[src/hw/rtl/lpc_pkg.sv]
// package with types, constants and aes helper functions for the payload cipher
package lpc_pkg;
	localparam int unsigned QueueDepth = 4;
	localparam logic [7:0] BlockTag = 8'h01;

	typedef enum logic [2:0] {
		CFG_NET_HI = 3'd0,
		CFG_NET_LO = 3'd1,
		CFG_APP_HI = 3'd2,
		CFG_APP_LO = 3'd3,
		CFG_DEVADDR = 3'd4,
		CFG_DIR = 3'd5
	} cfg_idx_t;

	// classified byte handed from front to back
	typedef struct packed {
		logic [7:0] data;
		logic last;
		logic new_block;
		logic [3:0] pos;
		logic [7:0] block_num;
		logic [31:0] fcnt;
		logic use_net;
	} cmd_t;

	function automatic logic [7:0] sbox(input logic [7:0] x);
		logic [7:0] t [256];
		t = '{
		8'h63,8'h7c,8'h77,8'h7b,8'hf2,8'h6b,8'h6f,8'hc5,8'h30,8'h01,8'h67,8'h2b,8'hfe,8'hd7,8'hab,8'h76,
		8'hca,8'h82,8'hc9,8'h7d,8'hfa,8'h59,8'h47,8'hf0,8'had,8'hd4,8'ha2,8'haf,8'h9c,8'ha4,8'h72,8'hc0,
		8'hb7,8'hfd,8'h93,8'h26,8'h36,8'h3f,8'hf7,8'hcc,8'h34,8'ha5,8'he5,8'hf1,8'h71,8'hd8,8'h31,8'h15,
		8'h04,8'hc7,8'h23,8'hc3,8'h18,8'h96,8'h05,8'h9a,8'h07,8'h12,8'h80,8'he2,8'heb,8'h27,8'hb2,8'h75,
		8'h09,8'h83,8'h2c,8'h1a,8'h1b,8'h6e,8'h5a,8'ha0,8'h52,8'h3b,8'hd6,8'hb3,8'h29,8'he3,8'h2f,8'h84,
		8'h53,8'hd1,8'h00,8'hed,8'h20,8'hfc,8'hb1,8'h5b,8'h6a,8'hcb,8'hbe,8'h39,8'h4a,8'h4c,8'h58,8'hcf,
		8'hd0,8'hef,8'haa,8'hfb,8'h43,8'h4d,8'h33,8'h85,8'h45,8'hf9,8'h02,8'h7f,8'h50,8'h3c,8'h9f,8'ha8,
		8'h51,8'ha3,8'h40,8'h8f,8'h92,8'h9d,8'h38,8'hf5,8'hbc,8'hb6,8'hda,8'h21,8'h10,8'hff,8'hf3,8'hd2,
		8'hcd,8'h0c,8'h13,8'hec,8'h5f,8'h97,8'h44,8'h17,8'hc4,8'ha7,8'h7e,8'h3d,8'h64,8'h5d,8'h19,8'h73,
		8'h60,8'h81,8'h4f,8'hdc,8'h22,8'h2a,8'h90,8'h88,8'h46,8'hee,8'hb8,8'h14,8'hde,8'h5e,8'h0b,8'hdb,
		8'he0,8'h32,8'h3a,8'h0a,8'h49,8'h06,8'h24,8'h5c,8'hc2,8'hd3,8'hac,8'h62,8'h91,8'h95,8'he4,8'h79,
		8'he7,8'hc8,8'h37,8'h6d,8'h8d,8'hd5,8'h4e,8'ha9,8'h6c,8'h56,8'hf4,8'hea,8'h65,8'h7a,8'hae,8'h08,
		8'hba,8'h78,8'h25,8'h2e,8'h1c,8'ha6,8'hb4,8'hc6,8'he8,8'hdd,8'h74,8'h1f,8'h4b,8'hbd,8'h8b,8'h8a,
		8'h70,8'h3e,8'hb5,8'h66,8'h48,8'h03,8'hf6,8'h0e,8'h61,8'h35,8'h57,8'hb9,8'h86,8'hc1,8'h1d,8'h9e,
		8'he1,8'hf8,8'h98,8'h11,8'h69,8'hd9,8'h8e,8'h94,8'h9b,8'h1e,8'h87,8'he9,8'hce,8'h55,8'h28,8'hdf,
		8'h8c,8'ha1,8'h89,8'h0d,8'hbf,8'he6,8'h42,8'h68,8'h41,8'h99,8'h2d,8'h0f,8'hb0,8'h54,8'hbb,8'h16};
		return t[x];
	endfunction

	function automatic logic [7:0] xtime(input logic [7:0] x);
		return {x[6:0], 1'b0} ^ (x[7] ? 8'h1b : 8'h00);
	endfunction

	// state byte i sits at bits 127-8i .. 120-8i
	function automatic logic [127:0] aes_round(input logic [127:0] s, input logic [127:0] rk,
		input logic final_rnd);
		logic [7:0] b [16];
		logic [7:0] t [16];
		logic [7:0] m [16];
		logic [7:0] x;
		logic [127:0] o;
		for (int i = 0; i < 16; i++) b[i] = s[127-8*i -: 8];
		for (int c = 0; c < 4; c++)
			for (int i = 0; i < 4; i++)
				t[i+4*c] = sbox(b[i + 4*((c+i) % 4)]);
		for (int c = 0; c < 4; c++) begin
			x = t[4*c] ^ t[4*c+1] ^ t[4*c+2] ^ t[4*c+3];
			m[4*c] = t[4*c] ^ x ^ xtime(t[4*c] ^ t[4*c+1]);
			m[4*c+1] = t[4*c+1] ^ x ^ xtime(t[4*c+1] ^ t[4*c+2]);
			m[4*c+2] = t[4*c+2] ^ x ^ xtime(t[4*c+2] ^ t[4*c+3]);
			m[4*c+3] = t[4*c+3] ^ x ^ xtime(t[4*c+3] ^ t[4*c]);
		end
		for (int i = 0; i < 16; i++) o[127-8*i -: 8] = final_rnd ? t[i] : m[i];
		return o ^ rk;
	endfunction

	function automatic logic [127:0] key_step(input logic [127:0] k, input logic [7:0] rc);
		logic [31:0] w0, w1, w2, w3, t;
		{w0, w1, w2, w3} = k;
		t = {sbox(w3[23:16]) ^ rc, sbox(w3[15:8]), sbox(w3[7:0]), sbox(w3[31:24])};
		w0 = w0 ^ t;
		w1 = w1 ^ w0;
		w2 = w2 ^ w1;
		w3 = w3 ^ w2;
		return {w0, w1, w2, w3};
	endfunction
endpackage

[src/hw/rtl/lpc_queue.sv]
// small fifo between front and back
module lpc_queue (
	input  logic clk,
	input  logic arst_n,
	input  logic wr_valid,
	output logic wr_ready,
	input  lpc_pkg::cmd_t wr_data,
	output logic rd_valid,
	input  logic rd_ready,
	output lpc_pkg::cmd_t rd_data
);
	localparam int unsigned AW = $clog2(lpc_pkg::QueueDepth);
	lpc_pkg::cmd_t mem_q [lpc_pkg::QueueDepth];
	logic [AW-1:0] wp_q, rp_q;
	logic [AW:0] cnt_q;
	logic wr, rd;

	assign wr_ready = (cnt_q != AW'(0) + (AW+1)'(lpc_pkg::QueueDepth));
	assign rd_valid = (cnt_q != '0);
	assign rd_data = mem_q[rp_q];
	assign wr = wr_valid && wr_ready;
	assign rd = rd_valid && rd_ready;

	always_ff @(posedge clk) begin
		if (wr) mem_q[wp_q] <= wr_data;
	end

	always_ff @(posedge clk or negedge arst_n) begin
		if (!arst_n) begin
			wp_q <= '0;
			rp_q <= '0;
			cnt_q <= '0;
		end else begin
			if (wr) wp_q <= wp_q + AW'(1);
			if (rd) rp_q <= rp_q + AW'(1);
			cnt_q <= cnt_q + (AW+1)'(wr) - (AW+1)'(rd);
		end
	end
endmodule

[config.mk]
export PLATFORM = sky130hd
export DESIGN_NAME = lpc_queue
export DESIGN_NICKNAME = d
export VERILOG_FILES = /design/src/hw/rtl/lpc_pkg.sv /design/src/hw/rtl/lpc_queue.sv
export SDC_FILE = /design/constraint.sdc
export NUM_CORES = 1
export LEC_CHECK = 0
export BUFFER_PORTS_ARGS = -buffer_cell sky130_fd_sc_hd__clkbuf_2
export CAP_MARGIN = 20
export CORE_MARGIN = 2
export CORE_UTILIZATION = 40
export CTS_BUF_LIST = sky130_fd_sc_hd__clkbuf_2 sky130_fd_sc_hd__clkbuf_4 sky130_fd_sc_hd__clkbuf_8
export DETAILED_ROUTE_END_ITERATION = 10
export PLACE_DENSITY = 0.63
export SYNTH_ARGS = -nofsm -noshare
export SYNTH_HDL_FRONTEND = slang
export SYNTH_SLANG_ARGS = --single-unit
[constraint.sdc]
create_clock -name clk -period 3.8 [get_ports clk]
set_input_delay 0.76 -clock clk [delete_from_list [all_inputs] [get_ports clk]]
set_output_delay 0.76 -clock clk [all_outputs]
set_load 0.01 [all_outputs]
Word level (Yosys, flattened, before mapping). Memory sizes are Yosys's and may differ from the RTL's. Index checks and enable logic that the tools add are counted.

Memories kept: 1. Flip-flop bits (word level): 7. Memory bits (writable): 220. Input port bits: 59. Output and inout port bits: 57. Logic and storage cells: 14.

Mux-type cells: 2. Add/subtract/negate cells: 4. Reduce and logical (&&, ||, !) cells: 3. Equal/unequal tests: 1.

Memory list: mem_q (words 4, width 55, read ports 1, clocked after Yosys merged registers in 0, wr ports 1, RTL line lpc_queue.sv:13) `lpc_pkg::cmd_t mem_q [lpc_pkg::QueueDepth];`.

Operator list (count): adder 2 x 1 -> 2 bit (second input constant) (2); adder 3 x 1 -> 3 bit (1); != test 3 bit (second input constant) (1); nonzero test 3 bit (1); subtractor 3 x 1 -> 3 bit (1); logical AND 1 bit (2); 2-to-1 mux 1 bit (2).

Longest topological paths before layout. Gate-level depths: netlist (run 1).

Depth after elaboration: 4. Gate-level depth with buffers: 9. Depth with buffers taken out: 9.

Worst setup path after synthesis (run 1). OpenSTA, ideal clock, no wires.

Kind: input port to flip-flop. Start point: input port wr_valid. End point: memory mem_q[0][0] (netlist bit) (enable). Path buffers: 0. Required time: 3.381 ns. Library setup time: 0.419 ns. Setup slack: 1.258 ns. Data arrival time: 2.124 ns. Stages: 1. Cell sequence: and3b_1.

Cells in the longest elaborated chain, start to end: 3.

Ends and longest elaborated chain: start, declared (RTL line lpc_queue.sv:5) `input logic wr_valid,`; logical AND 1 bit (RTL line lpc_queue.sv:21) `assign wr = wr_valid && wr_ready;`; 2-to-1 mux 1 bit (RTL line lpc_queue.sv:25) `if (wr) mem_q[wp_q] <= wr_data;`; 2-to-1 mux 1 bit (implied by the code) (RTL line lpc_queue.sv:25); end, declared (RTL line lpc_queue.sv:13).

Every way passes these cells.

==> metrics.txt, run 1 <==
fin area 10200 sq um; DR iter-0 viols 217; M1 WL 6400 um; RSZ-0062 raised after global routing false; Die ar. 22200 sq um; DRC violations left 0; min-delay worst type input port to asynchronous set/reset pin; Period minus WS final 3110 ps; total negative slack 0 ps; CP peak stage delay 810 ps; dpl hpwl 9320 um; CTS Buffer Depth 3; VDD IR max 0.359 mV; hold_buf cts 0; RD Place Congestion 0.703; vias per cell 4.98; All-Layer GR Usage 14.0%; Seq cells post-synth 227; Final Hold Viols 0; CTS tree built; CTS sink cnt 227; critical path data arrival time 2350 ps; gr ovfl total 0; share of layout cells above drive strength 1 48.4%; largest net degree at the start of global routing 37; first-pass GRT wire length 23300 um; Post-synth ARST share 3.08%; ant diodes 0; number of global-route vias before repair 4152; mapped cell area 8400 sq um; Power Dens Cells 784 nW/um^2; CTS buffer count 37; # port buffers 115; WL final 15200 um; Starting Density 40.3%; clk_skew 17.7 ps; I/O pins 116; Max Cap Viol 0; post-CTS setup buffer count 0; outcome completed; highest achievable clock rate 321 MHz; Core Box Area 20800 sq um; DR WL met3 1130 um; Worst-path clk slew 60 ps; unique cell type count in the Yosys netlist 21; post-synthesis sequential area ratio 80.7%; final net count 543; initial antenna violation count 1; DP Area 9370 sq um; cells along the critical path buf_4 > mux4_2 > clkbuf_2; worst-path maximum fanout 28; Critical Path Slowest Stage Cell dfrtp_4; Post-synth EDFFs 220; top_reg_cell synth edfxtp_1; critical path class flip-flop to output port; die height 149 um; drt pass-1 iters 4; routed len/inst 19.5 um; measured slew at the worst slew-check pin 595 ps; DRT antenna net count 0; final worst slack 686 ps; # setup viols final 0; row cnt 53; clk_lat worst skew 510 ps; uppermost layer routed met4; Startpoint Class flip-flop; syn_nets 394; Rel. slew slack 60.3%; Top Family by Delay on Critical Path flip-flops; final slew viol count 0; cells after synthesis 328; die span in x 149 um; # H-tree levels 2; DP Worst Slack 1130 ps; final worst path period share 82.0%; Critical Path Sink Type output port; CP bufs+invs 2; via count 3888; CP required 3040 ps; Lkg Pwr 3.53 nW; CTS-repair resized insts 0; P&R area growth vs syn 21.1%; met2 WL 7380 um; Mean Syn Cell Area 25.6 sq um; Ys Warns 0; clock root buffer clkbuf_8
[stage by stage]
stage / hold slack [ps] / util, % / power [W] / instances
final: 90.2 / 48.8 / 0.00797 / 781
after global routing: 65.8 / 48.8 / 0.00840 / 781
after CTS: 60.0 / 48.8 / 0.00812 / 781
after detailed placement: 586 / 45.0 / 0.00588 / 713
after global placement: 572 / 45.0 / 0.00582 / 713
after floorplan: 464 / - / 0.00501 / 328
[worst register-to-register path, delay by kind of cell (launching register included)]
kind                     cells  cell delay [ps]
adder cells (fa/ha/maj)      3              740
AND/OR/NAND/NOR              2              640
flip-flops                   1              480
XOR/XNOR                     2              280
buffers and inverters        2              110
[path summary, 6_finish.rpt]
| check | from | end | slack [ps] | depth (start not counted) |
|---|---|---|---|---|
| worst max register to register | cnt_q[1]$_DFF_PN0_ | cnt_q[2]$_DFF_PN0_ | 1440 | 9 |
| worst min register to register | wp_q[1]$_DFFE_PN0P_ | wp_q[1]$_DFFE_PN0P_ | 610 | 2 |
| min in group clk | wr_data[42] | mem_q[2][42]$_DFFE_PP_ | 470 | 1 |
| max in group asynchronous | arst_n | rp_q[0]$_DFFE_PN0P_ | 3500 | 1 |
| worst max-delay path | rp_q[0]$_DFFE_PN0P_ | rd_data[33] | 690 | 3 |
| worst min-delay path | arst_n | wp_q[1]$_DFFE_PN0P_ | 90 | 1 |
[report_power, final]
group / switching (W) / internal, W
Clock: 0.000901 / 0.00132
Sequential: 0.000276 / 0.00331
Combinational: 0.00110 / 0.00107
[layer usage]
metal / global-route usage [%] / vias to the layer above
li1: - / 1711
met1: 18.2 / 2032
met2: 22.4 / 116
met3: 4.89 / 29
met4: 4.52 / 0
met5: 0 / -
[layout by cell type (no fill, tap or decap), drive strengths merged]
cell	synthesis	layout
xor2	1	1
inv	6	6
nand4bb	2	2
clkbuf	1	168
fa	1	1
clkinvlp	0	2
buf	11	7
o31a	1	1
nor3b	1	1
nand2b	4	4
mux4	55	55
and3b	4	4
or3	1	1
ha	6	6
o211ai	2	2
bufinv	0	3
xnor2	3	3
clkinv	0	10
nand2	1	1
o311ai	1	1
dfrtp	7	7
edfxtp	220	220
[synth_stat cells (2+ instances only)]
cell type	n	area share, %
xnor2_1	3	0.31
mux4_2	55	15
edfxtp_1	220	79
inv_1	6	0.27
ha_1	6	0.89
nand4bb_1	2	0.27
buf_2	5	0.30
nand2b_1	4	0.30
and3b_1	4	0.42
buf_6	4	0.54
o211ai_1	2	0.18
dfrtp_1	7	2.1
buf_4	2	0.18
[cell type report]
cell class	instances	area [sq um]
Tap cell	275	344
Clock buffer	53	654
Inverter	6	22.5
Fill cell	1716	10700
Sequential cell	227	6790
Multi-Input combinational cell	83	1510
Timing Repair Buffer	122	703
Clock inverter	15	146
[state kept, by name (all words and copies together), names as in the netlist]
| register | cells |
|---|---|
| cnt_q | 3 |
| mem_q | 220 |
| rp_q | 2 |
| wp_q | 2 |
[kinds of logic after synthesis]
kind of cell	Yosys count	synth area share, %
xor+xnor	4	0.417
buf+inv	18	1.33
compound gates	4	0.387
flops	227	80.7
fa+ha+maj	7	1.13
simple gates	13	1.25
mux	55	14.7
Power figures use the tool's default switching activity.
==> inputs of run 2 (changes only) <==
- PLACE_DENSITY: 0.63 -> 0.65
- clock period: 3.8 -> 2.82 ns (I/O delays scaled with it)
==> metrics.txt, run 2 (same netlist as run 1, synthesis figures left out) <==
DP Area 9370 sq um; CTS tree built; top flop regs mem_q: 220 flops, cnt_q: 3 flops; RD Place Congestion 0.695; highest achievable clock rate 394 MHz; # setup viols final 0; largest net degree at the start of global routing 36; routed len/inst 19.0 um; Startpoint Class flip-flop; drt pass-1 iters 4; initial antenna violation count 1; clk_skew 18.8 ps; final net count 549; CTS buffer count 37; hold_buf cts 1; Die ar. 22200 sq um; fin area 10100 sq um; internal power 0.00742 W; Starting Density 40.3%; most frequent cells in the layout edfxtp_1, clkbuf_2, mux4_2; Reg with most FFs mem_q; FILL cells 1759; min-delay worst type input port to flip-flop; leading cell type in the layout, fill and taps excluded edfxtp_1; dpl hpwl 9270 um; RSZ-0062 raised after global routing false; # H-tree levels 2; row cnt 53; CTS sink cnt 227; Power Dens Cells 1040 nW/um^2; vias per cell 4.93; clk_lat worst skew 510 ps; post-CTS setup buffer count 0; Max Cap Viol 0; DRC violations left 0; outcome completed; Critical Path Sink Type output port; CTS Buffer Depth 3; final worst path period share 90.0%; CP required 2260 ps; total negative slack 0 ps; DR iter-0 viols 259; Worst-path clk slew 60 ps; hold slack 272 ps; sequential share of power 45.1%; Period minus WS final 2540 ps; worst-path maximum fanout 31; measured slew at the worst slew-check pin 517 ps; die height 149 um; Lkg Pwr 3.51 nW; All-Layer GR Usage 13.9%; gr ovfl total 0; Core Box Area 20800 sq um; die span in x 149 um; clock root buffer clkbuf_8; DRT antenna net count 0; Largest register FFs 220; WL final 14900 um; combinational share of power 29.2%; share of layout cells above drive strength 1 48.2%; P_sw 0.00302 W; final slew viol count 0; clock power share 25.8%; critical path class flip-flop to output port; # port buffers 115; final worst slack 283 ps; DP Worst Slack 490 ps; P&R area growth vs syn 20.1%; via count 3868; I/O pins 116; first-pass GRT wire length 23400 um; critical path data arrival time 1970 ps; number of global-route vias before repair 4221; CTS-repair resized insts 0; Sw Share 29.0%; Final Hold Viols 0; Rel. slew slack 65.1%; VDD IR max 0.644 mV
## run 2: cell count changes in the layout (fill, tap and decap cells not counted), moves of 2 or more
cell | before | now
clkbuf_8 | 41 | 39
buf_4 | 1 | 9
bufinv_16 | 3 | 1
buf_12 | 6 | 3
## run 2: power groups by stage
stage	logic, W	clock network [W]	registers, W
2_1_floorplan	0.00207	0	0.00468
3_3_place_gp	0.00311	0	0.00473
3_5_place_dp	0.00314	0	0.00479
4_1_cts	0.00315	0.00278	0.00472
5_1_grt	0.00332	0.00293	0.00477
6_report	0.00305	0.00269	0.00471
## run 2: cell type report
class / instances / area (sq um) / area share (%)
Multi-Input combinational cell: 83 / 1510 / 15.0
Tap cell: 275 / 344 / 3.41
Clock buffer: 50 / 619 / 6.14
Inverter: 6 / 22.5 / 0.223
Timing Repair Buffer: 128 / 713 / 7.07
Antenna cell: 1 / 2.50 / 0.0248
Sequential cell: 227 / 6790 / 67.3
Clock inverter: 14 / 90.1 / 0.893
## run 2: final timing paths
path                                     start                     end  slack (ps)  cells past startpoint
max in group asynchronous               arst_n     rp_q[0]$_DFFE_PN0P_        2200                      2
min                                wr_data[53]  mem_q[0][53]$_DFFE_PP_         270                      1
min in group asynchronous               arst_n     wp_q[1]$_DFFE_PN0P_         430                      2
max                        rp_q[0]$_DFFE_PN0P_             rd_data[35]         280                      3
max reg2reg                 cnt_q[1]$_DFF_PN0_      cnt_q[2]$_DFF_PN0_         490                      9
min reg2reg                wp_q[0]$_DFFE_PN0P_     wp_q[0]$_DFFE_PN0P_         640                      2
## run 2: worst max-delay path: stages (launching register included)
cell and delay (ps):
dfrtp_4 440, buf_12 270, mux4_2 580, clkbuf_2 150
## run 2: per-layer routing
| metal | vias up | track usage (%) | share of wire (%) |
|---|---|---|---|
| li1 | 1715 | - | - |
| met1 | 2024 | 18.2 | 41 |
| met2 | 111 | 22.4 | 50 |
| met3 | 18 | 4.46 | 7.1 |
| met4 | 0 | 4.52 | 1.5 |
| met5 | - | 0 | 0 |
## run 2: per-stage QoR
step,cells,utilization [%],total power [W]
2_1_floorplan,328,-,0.00675
3_3_place_gp,718,45.0,0.00784
3_5_place_dp,718,45.0,0.00792
4_1_cts,783,48.4,0.0107
5_1_grt,783,48.4,0.0110
6_report,784,48.5,0.0104
