[config.mk]
export PLATFORM = sky130hd
export DESIGN_NAME = lpc_front
export DESIGN_NICKNAME = d
export VERILOG_FILES = /design/src/hw/rtl/lpc_pkg.sv /design/src/hw/rtl/lpc_front.sv
export SDC_FILE = /design/constraint.sdc
export NUM_CORES = 1
export LEC_CHECK = 0
export ABC_AREA = 1
export BUFFER_PORTS_ARGS = -buffer_cell sky130_fd_sc_hd__buf_2
export CAP_MARGIN = 20
export CORE_UTILIZATION = 51
export DETAILED_ROUTE_END_ITERATION = 7
export PLACE_DENSITY = 0.86
export SLEW_MARGIN = 20
export SYNTH_ARGS = -nofsm -noshare
export SYNTH_HDL_FRONTEND = slang
export SYNTH_SLANG_ARGS = --single-unit
[constraint.sdc]
create_clock -name clk -period 5.15 [get_ports clk]
set_input_delay 0.515 -clock clk [delete_from_list [all_inputs] [get_ports clk]]
set_output_delay 0.515 -clock clk [all_outputs]
set_load 0.1 [all_outputs]
[src/hw/rtl/lpc_pkg.sv]
// package with types, constants and aes helper functions for the payload cipher
package lpc_pkg;
	localparam int unsigned QueueDepth = 4;
	localparam logic [7:0] BlockTag = 8'h01;

	typedef enum logic [2:0] {
		CFG_NET_HI = 3'd0,
		CFG_NET_LO = 3'd1,
		CFG_APP_HI = 3'd2,
		CFG_APP_LO = 3'd3,
		CFG_DEVADDR = 3'd4,
		CFG_DIR = 3'd5
	} cfg_idx_t;

	// classified byte handed from front to back
	typedef struct packed {
		logic [7:0] data;
		logic last;
		logic new_block;
		logic [3:0] pos;
		logic [7:0] block_num;
		logic [31:0] fcnt;
		logic use_net;
	} cmd_t;

	function automatic logic [7:0] sbox(input logic [7:0] x);
		logic [7:0] t [256];
		t = '{
		8'h63,8'h7c,8'h77,8'h7b,8'hf2,8'h6b,8'h6f,8'hc5,8'h30,8'h01,8'h67,8'h2b,8'hfe,8'hd7,8'hab,8'h76,
		8'hca,8'h82,8'hc9,8'h7d,8'hfa,8'h59,8'h47,8'hf0,8'had,8'hd4,8'ha2,8'haf,8'h9c,8'ha4,8'h72,8'hc0,
		8'hb7,8'hfd,8'h93,8'h26,8'h36,8'h3f,8'hf7,8'hcc,8'h34,8'ha5,8'he5,8'hf1,8'h71,8'hd8,8'h31,8'h15,
		8'h04,8'hc7,8'h23,8'hc3,8'h18,8'h96,8'h05,8'h9a,8'h07,8'h12,8'h80,8'he2,8'heb,8'h27,8'hb2,8'h75,
		8'h09,8'h83,8'h2c,8'h1a,8'h1b,8'h6e,8'h5a,8'ha0,8'h52,8'h3b,8'hd6,8'hb3,8'h29,8'he3,8'h2f,8'h84,
		8'h53,8'hd1,8'h00,8'hed,8'h20,8'hfc,8'hb1,8'h5b,8'h6a,8'hcb,8'hbe,8'h39,8'h4a,8'h4c,8'h58,8'hcf,
		8'hd0,8'hef,8'haa,8'hfb,8'h43,8'h4d,8'h33,8'h85,8'h45,8'hf9,8'h02,8'h7f,8'h50,8'h3c,8'h9f,8'ha8,
		8'h51,8'ha3,8'h40,8'h8f,8'h92,8'h9d,8'h38,8'hf5,8'hbc,8'hb6,8'hda,8'h21,8'h10,8'hff,8'hf3,8'hd2,
		8'hcd,8'h0c,8'h13,8'hec,8'h5f,8'h97,8'h44,8'h17,8'hc4,8'ha7,8'h7e,8'h3d,8'h64,8'h5d,8'h19,8'h73,
		8'h60,8'h81,8'h4f,8'hdc,8'h22,8'h2a,8'h90,8'h88,8'h46,8'hee,8'hb8,8'h14,8'hde,8'h5e,8'h0b,8'hdb,
		8'he0,8'h32,8'h3a,8'h0a,8'h49,8'h06,8'h24,8'h5c,8'hc2,8'hd3,8'hac,8'h62,8'h91,8'h95,8'he4,8'h79,
		8'he7,8'hc8,8'h37,8'h6d,8'h8d,8'hd5,8'h4e,8'ha9,8'h6c,8'h56,8'hf4,8'hea,8'h65,8'h7a,8'hae,8'h08,
		8'hba,8'h78,8'h25,8'h2e,8'h1c,8'ha6,8'hb4,8'hc6,8'he8,8'hdd,8'h74,8'h1f,8'h4b,8'hbd,8'h8b,8'h8a,
		8'h70,8'h3e,8'hb5,8'h66,8'h48,8'h03,8'hf6,8'h0e,8'h61,8'h35,8'h57,8'hb9,8'h86,8'hc1,8'h1d,8'h9e,
		8'he1,8'hf8,8'h98,8'h11,8'h69,8'hd9,8'h8e,8'h94,8'h9b,8'h1e,8'h87,8'he9,8'hce,8'h55,8'h28,8'hdf,
		8'h8c,8'ha1,8'h89,8'h0d,8'hbf,8'he6,8'h42,8'h68,8'h41,8'h99,8'h2d,8'h0f,8'hb0,8'h54,8'hbb,8'h16};
		return t[x];
	endfunction

	function automatic logic [7:0] xtime(input logic [7:0] x);
		return {x[6:0], 1'b0} ^ (x[7] ? 8'h1b : 8'h00);
	endfunction

	// state byte i sits at bits 127-8i .. 120-8i
	function automatic logic [127:0] aes_round(input logic [127:0] s, input logic [127:0] rk,
		input logic final_rnd);
		logic [7:0] b [16];
		logic [7:0] t [16];
		logic [7:0] m [16];
		logic [7:0] x;
		logic [127:0] o;
		for (int i = 0; i < 16; i++) b[i] = s[127-8*i -: 8];
		for (int c = 0; c < 4; c++)
			for (int i = 0; i < 4; i++)
				t[i+4*c] = sbox(b[i + 4*((c+i) % 4)]);
		for (int c = 0; c < 4; c++) begin
			x = t[4*c] ^ t[4*c+1] ^ t[4*c+2] ^ t[4*c+3];
			m[4*c] = t[4*c] ^ x ^ xtime(t[4*c] ^ t[4*c+1]);
			m[4*c+1] = t[4*c+1] ^ x ^ xtime(t[4*c+1] ^ t[4*c+2]);
			m[4*c+2] = t[4*c+2] ^ x ^ xtime(t[4*c+2] ^ t[4*c+3]);
			m[4*c+3] = t[4*c+3] ^ x ^ xtime(t[4*c+3] ^ t[4*c]);
		end
		for (int i = 0; i < 16; i++) o[127-8*i -: 8] = final_rnd ? t[i] : m[i];
		return o ^ rk;
	endfunction

	function automatic logic [127:0] key_step(input logic [127:0] k, input logic [7:0] rc);
		logic [31:0] w0, w1, w2, w3, t;
		{w0, w1, w2, w3} = k;
		t = {sbox(w3[23:16]) ^ rc, sbox(w3[15:8]), sbox(w3[7:0]), sbox(w3[31:24])};
		w0 = w0 ^ t;
		w1 = w1 ^ w0;
		w2 = w2 ^ w1;
		w3 = w3 ^ w2;
		return {w0, w1, w2, w3};
	endfunction
endpackage

[src/hw/rtl/lpc_front.sv]
// front end: tracks payload position and classifies each byte
module lpc_front (
	input  logic clk,
	input  logic arst_n,
	input  logic in_valid,
	output logic in_ready,
	input  logic [7:0] payload_byte,
	input  logic first_byte,
	input  logic last_byte,
	input  logic [31:0] frame_count,
	input  logic [7:0] port,
	output logic cmd_valid,
	input  logic cmd_ready,
	output lpc_pkg::cmd_t cmd
);
	logic [3:0] pos_q;
	logic [7:0] blk_q;
	logic [31:0] fcnt_q;
	logic use_net_q;
	logic [3:0] pos;
	logic [7:0] blk;

	assign in_ready = cmd_ready;
	assign cmd_valid = in_valid;
	assign pos = first_byte ? 4'd0 : pos_q;
	assign blk = (first_byte ? 8'd0 : blk_q) + ((pos == 4'd0) ? 8'd1 : 8'd0);

	always_comb begin
		cmd.data = payload_byte;
		cmd.last = last_byte;
		cmd.new_block = (pos == 4'd0);
		cmd.pos = pos;
		cmd.block_num = blk;
		cmd.fcnt = first_byte ? frame_count : fcnt_q;
		cmd.use_net = first_byte ? (port == 8'd0) : use_net_q;
	end

	always_ff @(posedge clk or negedge arst_n) begin
		if (!arst_n) begin
			pos_q <= '0;
			blk_q <= '0;
			fcnt_q <= '0;
			use_net_q <= 1'b0;
		end else if (in_valid && in_ready) begin
			fcnt_q <= cmd.fcnt;
			use_net_q <= cmd.use_net;
			pos_q <= last_byte ? 4'd0 : pos + 4'd1;
			blk_q <= last_byte ? 8'd0 : blk;
		end
	end
endmodule

; Word level (Yosys, flattened, before mapping)
; Cells that the tools add are included.
[word_totals]
reg_bits = 45
elab_cells = 16
[classes]
add_sub_neg = 2
muxes = 7
n_reduce_logical = 3
[ops]
columns = operator, count
row1 = $mux W32, 1
row2 = $mux W8, 2
row3 = $add A8 B1 Y8, 1
row4 = $logic_not A8 Y1, 1
row5 = $mux W4, 2
row6 = $add A4 B1 Y4 const B, 1
row7 = $logic_not A4 Y1, 1
row8 = $mux W1, 2
row9 = $logic_and A1 B1 Y1, 1

; Longest topological paths before layout
; Gate-level depths: netlist of the first run.
[depth]
depth_word = 5
mapped_depth = 15
depth_no_buf = 14

; Worst setup path after synthesis of the first run
; Ideal clock, no wire load.
[synth_timing]
path_type = input-to-output
start = input first_byte
end = output cmd[39] (netlist bit)
arrival_time_ns = 4.547
required_time_ns = 4.635
path_slack_ns = 0.088
path_stages = 13
path_buffers = 2
cell_sequence = buf_6 > buf_2 > nor2_1 > inv_1 > ha_1 > nand2_1 > nor2_1 > ha_1 > ha_1 > nand2_1 > nor2_1 > nand3_1 > and2_1
[synth_rtl]
columns = item, line
row1 = start: declaration, lpc_front.sv:8  ; input logic first_byte,
row2 = end: declaration, lpc_front.sv:14  ; output lpc_pkg::cmd_t cmd

==> results of run 1 <==
[worst max path at each step]
| stage | slack (ns) | end | startpoint |
|---|---|---|---|
| 6_report | 1.65 | cmd[39] | first_byte |
| 5_1_grt | 1.41 | cmd[39] | first_byte |
| 4_1_cts | 1.65 | cmd[39] | first_byte |
| 3_5_place_dp | 1.66 | cmd[39] | first_byte |
| 3_3_place_gp | 1.83 | cmd[39] | first_byte |
| 2_1_floorplan | 0.09 | cmd[39] | first_byte |
[through the flow]
stage | hold slack [ns] | instances | setup slack, ns
5_1_grt | 0.257 | 480 | 1.41
4_1_cts | 0.424 | 480 | 1.65
3_5_place_dp | 0.465 | 472 | 1.66
3_3_place_gp | 0.468 | 472 | 1.83
2_1_floorplan | 0.219 | 338 | 0.0875
6_report | 0.218 | 480 | 1.65
[synth_stat cells, types with 2 or more instances]
library cell / number
nand2_1: 103
o21ai_0: 68
dfrtp_1: 45
inv_1: 45
nor2_1: 14
buf_4: 11
nand3_1: 6
buf_2: 5
ha_1: 5
clkbuf_1: 4
o21ai_1: 4
buf_1: 3
clkbuf_2: 3
o22ai_1: 3
and2_1: 2
nand2_2: 2
nand3_4: 2
nand4_1: 2
nor3_1: 2
[worst max-delay path: cells and delay by family]
family	cells	cell delay, ns
buffers and inverters	3	0.95
AND/OR/NAND/NOR	8	0.98
adder cells (fa/ha/maj)	3	0.52
[sequential cells by signal (all words and copies together), names as in the netlist]
| signal | count |
|---|---|
| blk_q | 8 |
| fcnt_q | 32 |
| use_net_q | 1 |
| pos_q | 4 |
[final cells by class]
type | count | area (sq um)
tap | 67 | 83.8
inverter | 47 | 181
timing repair buffer | 95 | 480
clock buffer | 8 | 80.1
multi-input combinational | 218 | 1030
sequential | 45 | 1130
fill | 454 | 1770
[logic make-up (layout without fill, tap and decap cells)]
logic type | Yosys count | count (layout) | synth area share
AO/OA/AOI/OAI | 76 | 76 | 0.153
adder cells (fa/ha/maj) | 5 | 5 | 0.0248
AND/OR/NAND/NOR | 136 | 136 | 0.229
flip-flops | 45 | 45 | 0.446
buffers and inverters | 75 | 150 | 0.143
XOR/XNOR | 1 | 1 | 0.00347
[metal layers]
metal,track usage,up-vias
li1,-,1206
met1,0.257,1026
met4,0.0610,0
met2,0.341,71
met3,0.0556,7
met5,0,-
[power by group]
group          leakage [nW]  switching [mW]  internal, mW
clock                0.0395           0.109        0.0965
combinational         0.967           0.365        0.0687
sequential            0.575          0.0118         0.395
==> flow_summary.toml, run 1 <==
[synthesis]
async_flop_share = 1.00
synthCells = 338
synthesis.nets = 397
yosysWarnings = 0
synthFlopType = "dfrtp_1"
synth_edf_count = 0
yosysSeqAreaShare = 0.446
syn_avg_cell_area_sq_um = 7.46
synth_top_cell_area_share = 0.446
synth_cell_types = 28
synth_seq_cells = 45
synth_area_leaders = "dfrtp_1 (45%), nand2_1 (15%), o21ai_0 (13%)"
synth_top_area_cell = "dfrtp_1"
syn-cell-area_sq_mm = 0.00252

[floorplan]
core_sq_mm = 0.00475
fp.dieArea_sq_mm = 0.00523
die_y_um = 72.3
die_w_um = 72.3
rows = 25
ioPinCount = 111
initial_core_util = 0.531

[timing]
worst_slew_pin_slew_ns = 0.962
fin_skew_ns = 0.00497
rsz0062_at_grt = "false"
finalSetupTns_ns = 0
setup_viol = 0
final-hold-violation-count = 0
post-route-period-util = 0.679
fmax_ghz = 0.286
slew_viol_final = 0
slew_headroom = 0.359
period_needed_ns = 3.50

[setup_path]
path_class = "input port to output port"
cp_cell_sequence = "buf_2, nor2_1, inv_1, ha_1, nand2_1, nor2_1, ha_1, ha_1, nand2_1, nor2_1, nand2_1, nand2_1, and2_1, buf_2"
r2r_cells = 14
critPathMaxFanout = 32
worstPathArrival_ns = 2.98
timing.rr.end = "blk_q[4]"
crit_top_cell = "nand2_1"
crit_path_start_kind = "input port"
max_stage_delay_ns = 0.45
crit_path_end_kind = "output port"
cp_data_required_time_ns = 4.64
rr_startpoint = "pos_q[1]"
slowest_stage = "buf_2"
ff2ff_setup_slack_ns = 2.98

[route]
met1_length_mm = 2.26
drtPass1Iterations = 4
wirelength_mm = 4.93
vias = 2310
ant_nets = 0
detailroute.wirelength.met2_mm = 2.31
vias_per_cell = 4.81
drt_iter0_drc = 97
dr_wl_met3_um = 295
remaining_drc_errors = 0
dr.max_layer_used = "met4"
wl_per_cell_um = 10.3

[finish]
layout.nets = 471
final_cell_mix = "nand2_1 (103), buf_2 (93), o21ai_0 (68)"
diodes = 0
syn2layout_area_growth_pct = 18.4
drive_gt1_frac = 0.264
stdcell_area_sq_mm = 0.00299
layout_commonest_cell = "nand2_1"
finish.utilization = 0.628

[cts]
clk_latency_ns = 0.29
post-cts-setup-buffers = 0
root_buffer = "clkbuf_8"
htreeDepth = 2
post_cts_resized = 0
cts_tree = "done"
ctsHoldBuffers = 0
cts_num_sinks = 45
cts_buffers = 5
clk_pin_slew_worst_paths_ns = 0.08
cts.path.max_buffers = 2

[global_routing]
overflow = 0
antenna_found_initial = 0
grt_pass1_vias = 1964
grt_pass1_wl_mm = 8.36
grt_max_degree = 72
track_usage = 0.203

[placement]
dp_hpwl_mm = 3.53
place_congestion = 0.753
numPortBuffers = 94
place_area_sq_mm = 0.00290

[job]
cap_violations = 0

[run_status]
status = "complete, no violations"

[power_and_ir_drop]
power.total_mw = 1.05
leakagePower_nw = 1.58
ir_drop_uv = 226
power_density_mw_per_mm2 = 350

[hold_path]
hp-class = "input port to async pin"
Note: power is estimated with default switching activity, not from simulation.
==> run 2: changes to the inputs <==
- CORE_UTILIZATION: 51 -> 47
- PLACE_DENSITY: 0.86 -> 0.8
- clock period: 5.15 -> 3.5 ns (I/O delays scaled with it)
==> run 2 against run 1 <==
  * Utilization decreased by 3.4 points
  * Largest power group unchanged
  * Sequential share of layout area decreased by 0.85 points
  * Final cell count increased by 0.63%
  * Power increased by 52%
  * Highest routed layer unchanged
  * Flip-flop and latch count unchanged
  * Die area increased by 8.3%
  * Design area increased by 2.3%
  * Clock power increased by 68%
  * Critical path depth decreased by 2
  * Combinational power increased by 48%
  * Hold slack got worse by 0.17 ns
  * Critical path type unchanged
  * First-iteration DRC count increased by 67%
==> flow_summary.toml, run 2 (synthesized netlist as in run 1, its figures left out) <==
[run_status]
status = "complete, no violations"

[cts]
root_buffer = "clkbuf_8"
htreeDepth = 2
cts_buffers = 5
cts_tree = "done"
post-cts-setup-buffers = 0
ctsHoldBuffers = 0
clk_latency_ns = 0.28
post_cts_resized = 0
cts.path.max_buffers = 2
clk_pin_slew_worst_paths_ns = 0.08
cts_num_sinks = 45

[route]
remaining_drc_errors = 0
wirelength_mm = 5.18
drt_iter0_drc = 162
wl_per_cell_um = 10.7
vias = 2306
ant_nets = 0
drtPass1Iterations = 4
vias_per_cell = 4.77

[timing]
fin_skew_ns = 0.00225
setup_viol = 0
fmax_ghz = 0.342
slew_viol_final = 0
slew_headroom = 0.345
finalSetupTns_ns = 0
final-hold-violation-count = 0
rsz0062_at_grt = "false"
worst_slew_pin_slew_ns = 0.981
period_needed_ns = 2.93
post-route-period-util = 0.836
setup_ws_ns = 0.573

[job]
cap_violations = 0

[setup_path]
worstPathArrival_ns = 2.58
slowest_stage = "buf_2"
rr_startpoint = "pos_q[1]"
cp-startpoint = "first_byte"
crit_path_start_kind = "input port"
path_delay_family = "buffers and inverters"
critPathMaxFanout = 34
cp_data_required_time_ns = 3.15
path_class = "input port to output port"
cp_cell_sequence = "buf_2, nor2_4, inv_1, ha_1, nand2_1, nor2_4, ha_1, ha_1, nand2_1, o21ai_0, and2_4, buf_2"
crit_path_end_kind = "output port"
max_stage_delay_ns = 0.51
crit_buf_inv = 3
crit_top_cell = "ha_1"

[hold_path]
hp-class = "input port to async pin"

[power_and_ir_drop]
power_density_mw_per_mm2 = 520
leakagePower_nw = 1.60
power.internal_mw = 0.863
clkPwrFrac = 0.217
power_frac_seq = 0.378
switching_share = 0.457
switchingPower_mw = 0.726
ir_drop_uv = 279
pwr-share-comb = 0.405

[global_routing]
grt_max_degree = 72
grt_pass1_wl_mm = 8.05
grt_pass1_vias = 1855
track_usage = 0.186
overflow = 0
antenna_found_initial = 0

[finish]
layout.nets = 471
layout_commonest_cell = "nand2_1"
largest_reg_flops = 32
final_cells = 483
multi_input_area_sq_mm = 0.00106
diodes = 0
final_cell_mix = "nand2_1 (103), buf_2 (92), o21ai_0 (68)"
fill_cells = 490
regArea_sq_mm = 0.00113
top_register = "fcnt_q"
syn2layout_area_growth_pct = 21.1
reg.largest.list = "fcnt_q x32, blk_q x8, pos_q x4"
drive_gt1_frac = 0.281

[floorplan]
core_sq_mm = 0.00514
ioPinCount = 111
initial_core_util = 0.491
rows = 26
die_w_um = 75.3
die_y_um = 75.3
fp.dieArea_sq_mm = 0.00566

[placement]
place_congestion = 0.777
pre_cts_ws_ns = 0.575
numPortBuffers = 94
place_inst = 475
dp_hpwl_mm = 3.72
==> run 2: cell type report <==
class | instances | area share
well taps | 70 | 0.0287
inverters | 47 | 0.0594
repair buffers | 95 | 0.162
multi-input cells | 218 | 0.348
clock inverters | 1 | 0.00164
clock buffers | 7 | 0.0315
flip-flops and latches | 45 | 0.369
==> run 2: through the flow <==
step                       util  hold slack, ns  area, sq um  power, mW
final                     0.594          0.0435         3060       1.59
after global routing      0.594          0.0899         3060       1.67
after CTS                 0.594           0.255         3050       1.61
after detailed placement  0.574           0.478         2950       1.26
after global placement    0.574           0.472         2950       1.25
after floorplan               -          0.0544         2550       1.19
==> run 2: final timing paths <==
| kind | slack (ns) | end | cells past startpoint |
|---|---|---|---|
| setup / recovery | 0.57 | cmd[37] | 12 |
| setup reg to reg | 1.46 | blk_q[4] | 14 |
| hold / removal | 0.04 | blk_q[4] | 1 |
| min in group clk | 0.41 | fcnt_q[14] | 5 |
| hold reg to reg | 0.49 | use_net_q | 2 |
| max in group asynchronous | 3.06 | fcnt_q[17] | 1 |
==> run 2: layer usage <==
| metal | wire length [um] | share of wire | vias to the layer above | global-route usage |
|---|---|---|---|---|
| li1 | - | - | 1192 | - |
| met1 | 2390 | 0.46 | 1026 | 0.241 |
| met2 | 2420 | 0.47 | 84 | 0.320 |
| met3 | 352 | 0.068 | 4 | 0.0442 |
| met4 | 15 | 0.0029 | 0 | 0.0350 |
| met5 | 0 | 0 | - | 0 |
==> run 2: power groups by stage <==
stage          clock network, mW  registers, mW  logic (mW)
3_5_place_dp                   0          0.611       0.645
4_1_cts                    0.359          0.601       0.646
6_report                   0.345          0.600       0.644
2_1_floorplan                  0          0.605       0.588
3_3_place_gp                   0          0.608       0.638
5_1_grt                    0.381          0.607       0.686
==> run 2: worst register-to-register path: stages (launching register included) <==
cell and delay (ns):
dfrtp_1 0.42, inv_1 0.12, nor2_4 0.05, inv_1 0.08, ha_1 0.15, nand2_1 0.08, nor2_4 0.12, ha_1 0.16
ha_1 0.17, nand2_1 0.08, nor2_1 0.19, nand2_1 0.08, and2_4 0.16, nand2_1 0.05, nand2_1 0.05
==> run 3: changes to the inputs <==
- ABC_AREA: 1 -> 0
- CORE_UTILIZATION: 47 -> 48
- PLACE_DENSITY: 0.8 -> 0.82
- clock period: 3.5 -> 2.7 ns (I/O delays scaled with it)
==> run 3 against run 2 <==
  * The run now ends with hold timing left
  * Via count down 14%
  * Routed wire length grew 5.1%
  * Die area barely moved
  * Power increased by 66%
  * Critical path depth fell by 2
  * Sequential power grew 47%
  * First-iteration DRC count down 84%
  * Hold slack worse by 0.075 ns
  * Synthesized cell count fell by 36%
==> flow_summary.toml, run 3 <==
[route]
wirelength_mm = 5.44
detailroute.wirelength.met2_mm = 2.79
remaining_drc_errors = 0
dr.max_layer_used = "met4"
dr_wl_met3_um = 374
drt_iter0_drc = 26
drtPass1Iterations = 4
vias = 1972
vias_per_cell = 5.23
met1_length_mm = 2.22
wl_per_cell_um = 14.4
ant_nets = 0

[floorplan]
fp.dieArea_sq_mm = 0.00567
rows = 26
die_w_um = 75.3
core_sq_mm = 0.00514
initial_core_util = 0.501
ioPinCount = 111
die_y_um = 75.3

[synthesis]
synth_edf_count = 0
synthesis.nets = 274
synth_top_cell_area_share = 0.437
synthFlopType = "dfrtp_1"
synth_seq_cells = 45
syn-cell-area_sq_mm = 0.00258
synth-xor-area-share = 0.0170
synth_top_family_by_area = "multiplexers"
synthAdderAreaFrac = 0.0243
synth_mux_area_frac = 0.297
synthSimpleGateAreaFrac = 0.116
async_flop_share = 1.00
synth_common_cells = "mux2_2 (59), dfrtp_1 (45), buf_4 (11), nand2_1 (11), o21ai_0 (7)"
synth_cell_types = 31
synth_top_area_cell = "dfrtp_1"
yosysWarnings = 0
syn_avg_cell_area_sq_um = 12.0
synth_area_leaders = "dfrtp_1 (44%), mux2_2 (26%), mux2_4 (3.5%)"
synthCells = 215
synth_compound_area_frac = 0.0442
synth.most_common_cell = "mux2_2"
yosysSeqAreaShare = 0.437

[timing]
setup_viol = 0
period_needed_ns = 2.64
finalSetupTns_ns = 0
worst_slew_pin_slew_ns = 1.02
post-route-period-util = 0.978
final-hold-violation-count = 45
slew_headroom = 0.317
fin_skew_ns = 0.00364
hold_ws_ns = -0.0314
setup_ws_ns = 0.0583
rsz0062_at_grt = "true"
slew_viol_final = 0
fmax_ghz = 0.379

[finish]
stdcell_area_sq_mm = 0.00347
layout.nets = 365
top_register = "fcnt_q"
reg.largest.list = "fcnt_q x32, blk_q x8, pos_q x4"
drive_gt1_frac = 0.648
diodes = 0
final_cells = 377
fill_cells = 411
largest_reg_flops = 32
syn2layout_area_growth_pct = 34.6
finish.utilization = 0.675
layout_commonest_cell = "buf_2"
final_cell_mix = "buf_2 (84), mux2_2 (59), dfrtp_1 (45)"

[run_status]
status = "complete, but fails checks"
violations = "hold timing"

[placement]
numPortBuffers = 94
pre_cts_ws_ns = 0.182
place_congestion = 0.741
place_area_sq_mm = 0.00330
dp_hpwl_mm = 3.93
place_inst = 362

[cts]
cts.path.max_buffers = 2
cts_buffers = 5
cts_num_sinks = 45
htreeDepth = 2
clk_pin_slew_worst_paths_ns = 0.08
cts_tree = "done"
root_buffer = "clkbuf_8"
clk_latency_ns = 0.29

[power_and_ir_drop]
ir_drop_uv = 601
power.total_mw = 2.63
leakagePower_nw = 1.62
power_density_mw_per_mm2 = 758

[setup_path]
ff2ff_setup_slack_ns = 0.59
cp-startpoint = "pos_q[0]"
crit_path_end_kind = "output port"
critPathMaxFanout = 3
worstSetupEndpoint = "cmd[38]"
r2r_cells = 10
worstPathArrival_ns = 2.37
timing.rr.end = "blk_q[5]"
path_class = "flip-flop to output port"
crit_path_start_kind = "flip-flop"
cp_data_required_time_ns = 2.43
rr_startpoint = "pos_q[0]"

[global_routing]
grt_pass1_vias = 1849
overflow = 0
grt_pass1_wl_mm = 8.22
antenna_found_initial = 0
track_usage = 0.197
grt_max_degree = 48

[hold_path]
hp-class = "input port to async pin"

[job]
cap_violations = 0
-- run 3: area by class of cell --
cell class	instances	area [sq um]	area share
clock buffers	7	76.3	0.0220
clock inverters	1	7.51	0.00216
well taps	70	87.6	0.0252
repair buffers	105	691	0.199
inverters	5	18.8	0.00541
flip-flops and latches	45	1130	0.325
multi-input cells	144	1460	0.422
-- run 3: kinds of logic (layout without fill, tap and decap cells) --
| logic type | after synthesis | count (layout) |
|---|---|---|
| compound gates | 19 | 19 |
| fa+ha+maj | 5 | 5 |
| simple gates | 49 | 49 |
| mux | 66 | 66 |
| flops | 45 | 45 |
| buf+inv | 26 | 118 |
| xor+xnor | 5 | 5 |
-- run 3: worst min-delay path by stage --
| stage | startpoint | to | slack, ns | depth (start not counted) |
|---|---|---|---|---|
| after floorplan | arst_n | blk_q[0] | -0.03 | 0 |
| after global placement | blk_q[0] | blk_q[0] | 0.47 | 2 |
| after detailed placement | use_net_q | use_net_q | 0.48 | 1 |
| after CTS | arst_n | blk_q[5] | 0.17 | 1 |
| after global routing | arst_n | fcnt_q[16] | 0.01 | 1 |
| final | arst_n | blk_q[5] | -0.03 | 1 |
-- run 3: worst max-delay path: stages, from the launching register on --
cell and delay, ns:
dfrtp_1 0.38, nor2b_4 0.13, inv_2 0.06, ha_4 0.11, nor3b_4 0.25, buf_4 0.17
ha_4 0.14, nand3_4 0.08, or3_4 0.40, a21oi_4 0.17, buf_12 0.19
-- run 3: routing by layer --
layer	vias to the layer above	GRT usage
li1	931	-
met1	956	0.225
met2	78	0.350
met3	7	0.0589
met4	0	0.0658
met5	-	0
-- run 3: timing repair --
| action | in CTS | in global routing |
|---|---|---|
| pin swaps | 2 | 4 |
| setup buffers | 5 | 2 |
| endpoints found under the hold margin | 0 | 0 |
| hold buffers | 0 | 0 |
| endpoints found under the setup margin | 2 | 4 |
| gates resized for setup | 1 | 4 |
-- run 3: report_power, final --
| group | internal, mW | switching [mW] | total [mW] |
|---|---|---|---|
| Combinational | 0.357 | 0.983 | 1.34 |
| Clock | 0.183 | 0.224 | 0.407 |
| Sequential | 0.815 | 0.0688 | 0.884 |
